==> config.mk <==
export PLATFORM = sky130hd
export DESIGN_NAME = truncated_power_basis_eval
export DESIGN_NICKNAME = d
export VERILOG_FILES = /design/src/rtl/core/tpbe_pkg.sv /design/src/rtl/core/truncated_power_basis_eval.sv /design/src/rtl/core/tpbe_fx_mul.sv
export SDC_FILE = /design/constraint.sdc
export NUM_CORES = 2
export LEC_CHECK = 0
export BUFFER_PORTS_ARGS = -buffer_cell sky130_fd_sc_hd__buf_4
export CORE_AREA = 2 2 352 215
export CTS_CLUSTER_DIAMETER = 40
export DETAILED_ROUTE_END_ITERATION = 6
export DIE_AREA = 0 0 354 217
export GPL_TIMING_DRIVEN = 0
export PLACE_DENSITY = 0.69
export SKIP_CTS_REPAIR_TIMING = 1
export SLEW_MARGIN = 40
export SYNTH_ARGS = -nofsm -noshare
export SYNTH_HDL_FRONTEND = slang
export SYNTH_SLANG_ARGS = --single-unit
==> constraint.sdc <==
create_clock -name clk_i -period 9.64 [get_ports clk_i]
set_input_delay 0 -clock clk_i [delete_from_list [all_inputs] [get_ports clk_i]]
set_output_delay 0 -clock clk_i [all_outputs]
set_load 0.05 [all_outputs]
==> src/rtl/core/tpbe_pkg.sv <==
package tpbe_pkg;

  localparam int unsigned DATA_W    = 32;
  localparam int unsigned ORDER_W   = 2;
  localparam int unsigned MAX_ORDER = 3;
  localparam int unsigned FRAC_BITS = 16;
  localparam int unsigned CNT_W     = $clog2(MAX_ORDER + 1);
  localparam int unsigned PROD_W    = 2 * DATA_W;

  typedef logic [DATA_W-1:0] fx_t;

  // Status of one fixed-point multiplication.
  typedef struct packed {
    fx_t  result;
    logic clamp;
  } mul_res_t;

endpackage

==> src/rtl/core/truncated_power_basis_eval.sv <==
// The result of a last term is written to the output register after the
// sequencer has applied the term's saturated order (0 for a killed term) in
// multiplications; the input stalls until the term is done. The single shared
// 32x32 multiplier applies the power one factor per cycle.
// Reset: asynchronous, active low; clears the running product, the kill and
// saturation flags, the sequencer and the output register.
module truncated_power_basis_eval (
  input  logic                              clk_i,
  input  logic                              rst_ni,
  input  logic                              in_valid_i,
  output logic                              in_stall_o,
  input  logic signed [tpbe_pkg::DATA_W-1:0] term_value_i,
  input  logic signed [tpbe_pkg::DATA_W-1:0] term_cutoff_i,
  input  logic [tpbe_pkg::ORDER_W-1:0]      term_order_i,
  input  logic [tpbe_pkg::DATA_W-1:0]       start_value_i,
  input  logic                              first_term_i,
  input  logic                              last_term_i,
  output logic                              out_valid_o,
  input  logic                              out_stall_i,
  output logic [tpbe_pkg::DATA_W-1:0]       basis_value_o,
  output logic                              nonzero_o,
  output logic                              saturated_o
);

  typedef enum logic [0:0] {S_IDLE, S_MUL} state_e;

  state_e                   state_q, state_d;
  logic [tpbe_pkg::CNT_W-1:0] cnt_q, cnt_d, cnt_init;
  tpbe_pkg::fx_t            prod_q, prod_d;
  tpbe_pkg::fx_t            diff_q, diff_d;
  logic                     killed_q, killed_d;
  logic                     ovf_q, ovf_d;
  logic                     last_q, last_d;
  logic                     out_valid_q, out_valid_d;
  tpbe_pkg::fx_t            out_value_q, out_value_d;
  logic                     out_nz_q, out_nz_d;
  logic                     out_sat_q, out_sat_d;
  tpbe_pkg::mul_res_t       mul_res;

  tpbe_fx_mul u_mul (
    .a_i   (prod_q),
    .b_i   (diff_q),
    .res_o (mul_res)
  );

  always_comb begin
    if (int'(term_order_i) > int'(tpbe_pkg::MAX_ORDER)) begin
      cnt_init = tpbe_pkg::CNT_W'(tpbe_pkg::MAX_ORDER);
    end else begin
      cnt_init = tpbe_pkg::CNT_W'(term_order_i);
    end
  end

  always_comb begin
    state_d     = state_q;
    cnt_d       = cnt_q;
    prod_d      = prod_q;
    diff_d      = diff_q;
    killed_d    = killed_q;
    ovf_d       = ovf_q;
    last_d      = last_q;
    out_valid_d = out_valid_q && out_stall_i;
    out_value_d = out_value_q;
    out_nz_d    = out_nz_q;
    out_sat_d   = out_sat_q;

    unique case (state_q)
      S_IDLE: begin
        if (in_valid_i) begin
          if (first_term_i) begin
            prod_d   = start_value_i;
            killed_d = 1'b0;
            ovf_d    = 1'b0;
          end
          if (!killed_d && (term_value_i < term_cutoff_i)) begin
            killed_d = 1'b1;
          end
          cnt_d   = killed_d ? '0 : cnt_init;
          diff_d  = $unsigned(term_value_i - term_cutoff_i);
          last_d  = last_term_i;
          state_d = S_MUL;
        end
      end
      S_MUL: begin
        if (cnt_q != '0) begin
          prod_d = mul_res.result;
          ovf_d  = ovf_q | mul_res.clamp;
          cnt_d  = cnt_q - tpbe_pkg::CNT_W'(1);
        end else if (!last_q) begin
          state_d = S_IDLE;
        end else if (!out_valid_q || !out_stall_i) begin
          // The output register is free or drains this cycle.
          out_valid_d = 1'b1;
          out_value_d = killed_q ? '0 : prod_q;
          out_nz_d    = !killed_q && (prod_q != '0);
          out_sat_d   = !killed_q && ovf_q;
          state_d     = S_IDLE;
        end
      end
      default: state_d = S_IDLE;
    endcase
  end

  always_ff @(posedge clk_i or negedge rst_ni) begin
    if (!rst_ni) begin
      state_q     <= S_IDLE;
      cnt_q       <= '0;
      prod_q      <= '0;
      diff_q      <= '0;
      killed_q    <= 1'b0;
      ovf_q       <= 1'b0;
      last_q      <= 1'b0;
      out_valid_q <= 1'b0;
      out_value_q <= '0;
      out_nz_q    <= 1'b0;
      out_sat_q   <= 1'b0;
    end else begin
      state_q     <= state_d;
      cnt_q       <= cnt_d;
      prod_q      <= prod_d;
      diff_q      <= diff_d;
      killed_q    <= killed_d;
      ovf_q       <= ovf_d;
      last_q      <= last_d;
      out_valid_q <= out_valid_d;
      out_value_q <= out_value_d;
      out_nz_q    <= out_nz_d;
      out_sat_q   <= out_sat_d;
    end
  end

  assign in_stall_o    = (state_q != S_IDLE);
  assign out_valid_o   = out_valid_q;
  assign basis_value_o = out_value_q;
  assign nonzero_o     = out_nz_q;
  assign saturated_o   = out_sat_q;

  a_accept_starts_work: assert property (@(posedge clk_i) disable iff (!rst_ni)
    in_valid_i && !in_stall_o |=> state_q == S_MUL)
    else $error("accepted transaction did not start the multiply sequence");

  a_count_only_busy: assert property (@(posedge clk_i) disable iff (!rst_ni)
    cnt_q != '0 |-> state_q == S_MUL)
    else $error("pending multiplications while idle");

  a_count_steps: assert property (@(posedge clk_i) disable iff (!rst_ni)
    state_q == S_MUL && cnt_q != '0 |=> cnt_q == $past(cnt_q) - tpbe_pkg::CNT_W'(1))
    else $error("multiplication count did not step down by one");

  a_nonzero_flag: assert property (@(posedge clk_i) disable iff (!rst_ni)
    out_valid_o |-> nonzero_o == (basis_value_o != '0))
    else $error("nonzero flag disagrees with the basis value");

  a_killed_no_sat: assert property (@(posedge clk_i) disable iff (!rst_ni)
    out_valid_o && saturated_o |-> basis_value_o != '0 || !nonzero_o)
    else $error("saturation reported inconsistently");

endmodule

==> src/rtl/core/tpbe_fx_mul.sv <==
module tpbe_fx_mul (
  input  tpbe_pkg::fx_t      a_i,
  input  tpbe_pkg::fx_t      b_i,
  output tpbe_pkg::mul_res_t res_o
);

  logic [tpbe_pkg::PROD_W-1:0] prod;

  assign prod = tpbe_pkg::PROD_W'(a_i) * tpbe_pkg::PROD_W'(b_i);

  // Any bit above the shifted 32-bit window means the value does not fit.
  assign res_o.clamp  = |prod[tpbe_pkg::PROD_W-1:tpbe_pkg::DATA_W+tpbe_pkg::FRAC_BITS];
  assign res_o.result = res_o.clamp ? '1
                      : prod[tpbe_pkg::DATA_W+tpbe_pkg::FRAC_BITS-1:tpbe_pkg::FRAC_BITS];

endmodule

==> qor.yml <==
clkSlewWorstSetupHoldPaths_ns: 0.10
critPathSlowestCell: "dfrtp_1"
place_hpwl_um: 139000
clkLatencyLatePin_ns: 0.44
drc: 0
setup_slack_ns: -0.0458
first_global_vias: 32600
first_pass_iters: 6
design.die.area_um2: 76800
syn_area_um2: 40100
start_kind: "register"
core_um2: 74200
drt_iter0_markers: 4254
maxSlewViolCount: 0
synth_edf_count: 0
timing.final.crit_period_ns: 9.69
cts-root-buf: "clkbuf_16"
vias: 32900
cp_slowest_stage_delay_ns: 1.01
outcome: "finished with violations"
seq_area_frac_synth_pct: 6.55
layout-drive-gt1-share_pct: 9.55
vias_per_cell: 5.90
min-delay-start: "term_value_i[0]"
drt_wl_total_um: 166000
reg2reg_depth: 26
critPathKind: "reg2reg"
critPathTopFamily: "adder cells"
cpMostUsedCell: "fa_1"
finalCoreUtilization_pct: 58.3
hp-class: "in2reg"
cts_buffer_depth: 2
ys_warn_count: 0
grt_util_all_layers_pct: 44.5
fmax_mhz: 103
die_y_um: 217
fp.dieW_um: 354
drtAntennaViolNets: 0
synth_ff_type: "dfrtp_1"
r2r_end: "prod_q[4]"
areaGrowthSynthToFinish_pct: 7.78
cts_tree: "yes"
synth-async-reset-ratio_pct: 100
mappedNetlistNets: 5689
port_buffers: 139
cp_num_buf_inv: 6
r2r-start: "diff_q[1]"
placed_cells_incl_taps: 5536
r2r_slack_ns: -0.05
layoutNonFillerInstCount: 5574
grt-ovfl-total: 0
synth_cell_types: 79
hold_violations: 4
htree_levels: 3
grt_max_degree: 71
hold_ws_ns: -0.00965
cts_buffers: 9
fin_setup_tns_ns: -0.728
worstPathMaxFanout: 10
boundaryPins: 140
final_area_um2: 43200
most-common-layout-cells: "924 x inv_1, 892 x fa_1, 677 x and2_1"
layout_commonest_cell: "inv_1"
final.setup_skew_ns: 0.0232
cts_num_sinks: 105
antenna_found_initial: 22
maxCapViolations: 0
gp_congestion: 1.10
placed_area_um2: 42500
nets: 5845
worst_slew_pin_slew_ns: 1.00
num_rows: 78
synth.ff_latch_count: 105
violations: "negative hold slack, negative setup slack"
start_util_pct: 54.1
max_slew_margin_pct: 33.0
hold_path_end: "diff_q[0]"
end_kind: "register"
grt_first_pass_wirelength_um: 238000
fin_crit_sh_pct: 100
crit_arrival_ns: 9.97
cp.required_ns: 9.92
syn-mean-instance-area_um2: 9.12
min_delay_path_depth: 4
wire_per_inst_um: 29.8
postSynthCellCount: 4396
setup_viol: 28
==> worst max-delay path by stage <==
stage	from	endpoint	slack, ns	cells after the start
final	diff_q[1]	prod_q[4]	-0.05	26
after global routing	diff_q[12]	prod_q[2]	-0.005	26
after CTS	prod_q[12]	prod_q[4]	-0.34	28
after detailed placement	prod_q[12]	prod_q[4]	-0.25	28
after global placement	prod_q[7]	prod_q[4]	-1.05	27
after floorplan	prod_q[31]	prod_q[10]	1.71	30
==> routing by layer <==
layer / vias up / part of all wire (%) / GRT usage [%]
met3: 322 / 21 / 32.5
met2: 2662 / 34 / 51.9
met1: 16400 / 41 / 62.7
li1: 13500 / - / -
met4: 18 / 3.4 / 11.9
met5: - / 0.38 / 4.75
==> cell usage after synthesis (9+ instances only) <==
master | number | area share (%)
inv_1 | 924 | 8.6
nor2b_1 | 10 | 0.16
and3_1 | 9 | 0.14
nor4_1 | 15 | 0.23
o211ai_1 | 9 | 0.17
nor3_1 | 9 | 0.11
a211oi_1 | 13 | 0.24
or3_1 | 42 | 0.66
a31oi_1 | 19 | 0.30
a21o_1 | 41 | 0.77
and2_1 | 677 | 11
xnor2_1 | 43 | 0.94
nand2_1 | 481 | 4.5
xor2_1 | 30 | 0.66
nand4_1 | 30 | 0.47
fa_1 | 896 | 45
o21bai_1 | 14 | 0.26
a21oi_1 | 85 | 1.1
nand3_1 | 14 | 0.17
o21ai_0 | 140 | 1.7
clkbuf_1 | 239 | 2.2
dfrtp_1 | 105 | 6.6
ha_1 | 293 | 9.1
nand2b_1 | 45 | 0.70
nor2_1 | 56 | 0.52
a31oi_4 | 30 | 1.6
o21a_1 | 12 | 0.22
==> kinds of logic after synthesis <==
kind of cell / synth area share [%]
and+or+nand+nor: 19.0
DFF: 6.55
adders and majority gates: 53.9
buffers and inverters: 11.3
xor gates and xnor gates: 1.59
AOI/OAI and AO/OA: 7.64
muxes: 0.0530
==> cell type report <==
type                       instances  area, um2
buffer                           256       1310
timing repair buffer             148       1160
tap                             1000       1250
clock buffer                       9        225
antenna                           17       42.5
fill                            6715      31000
clock inverter                     7       91.3
sequential                       105       2690
multi-input combinational       3108      33000
inverter                         924       3470
==> worst reg2reg max path: cells and delay by family, from the launching register on <==
family	cells	cell delay [ns]
AO/OA/AOI/OAI	8	1.67
adder cells (fa/ha/maj)	8	4.43
buffers and inverters	6	1.22
flip-flops	1	1.01
AND/OR/NAND/NOR	4	1.19
==> registers in the layout, indices dropped and copies added (netlist names) <==
| register | count |
|---|---|
| basis_value_o | 32 |
| diff_q | 32 |
| prod_q | 32 |
| cnt_q | 2 |
| in_stall_o | 1 |
| killed_q | 1 |
| last_q | 1 |
| nonzero_o | 1 |
| out_valid_o | 1 |
| ovf_q | 1 |
| saturated_o | 1 |
==> metrics by stage <==
step	worst slack [ns]	hold WS, ns
global placement	-1.05	0.195
CTS	-0.338	-0.555
floorplan	1.71	-0.296
detailed placement	-0.247	-0.0949
global route	-0.00492	0.00835
finish	-0.0458	-0.00965
Power is left out: the tool's default activity adds up to more than one toggle a clock period on the data nets, which glitch-free logic cannot reach.
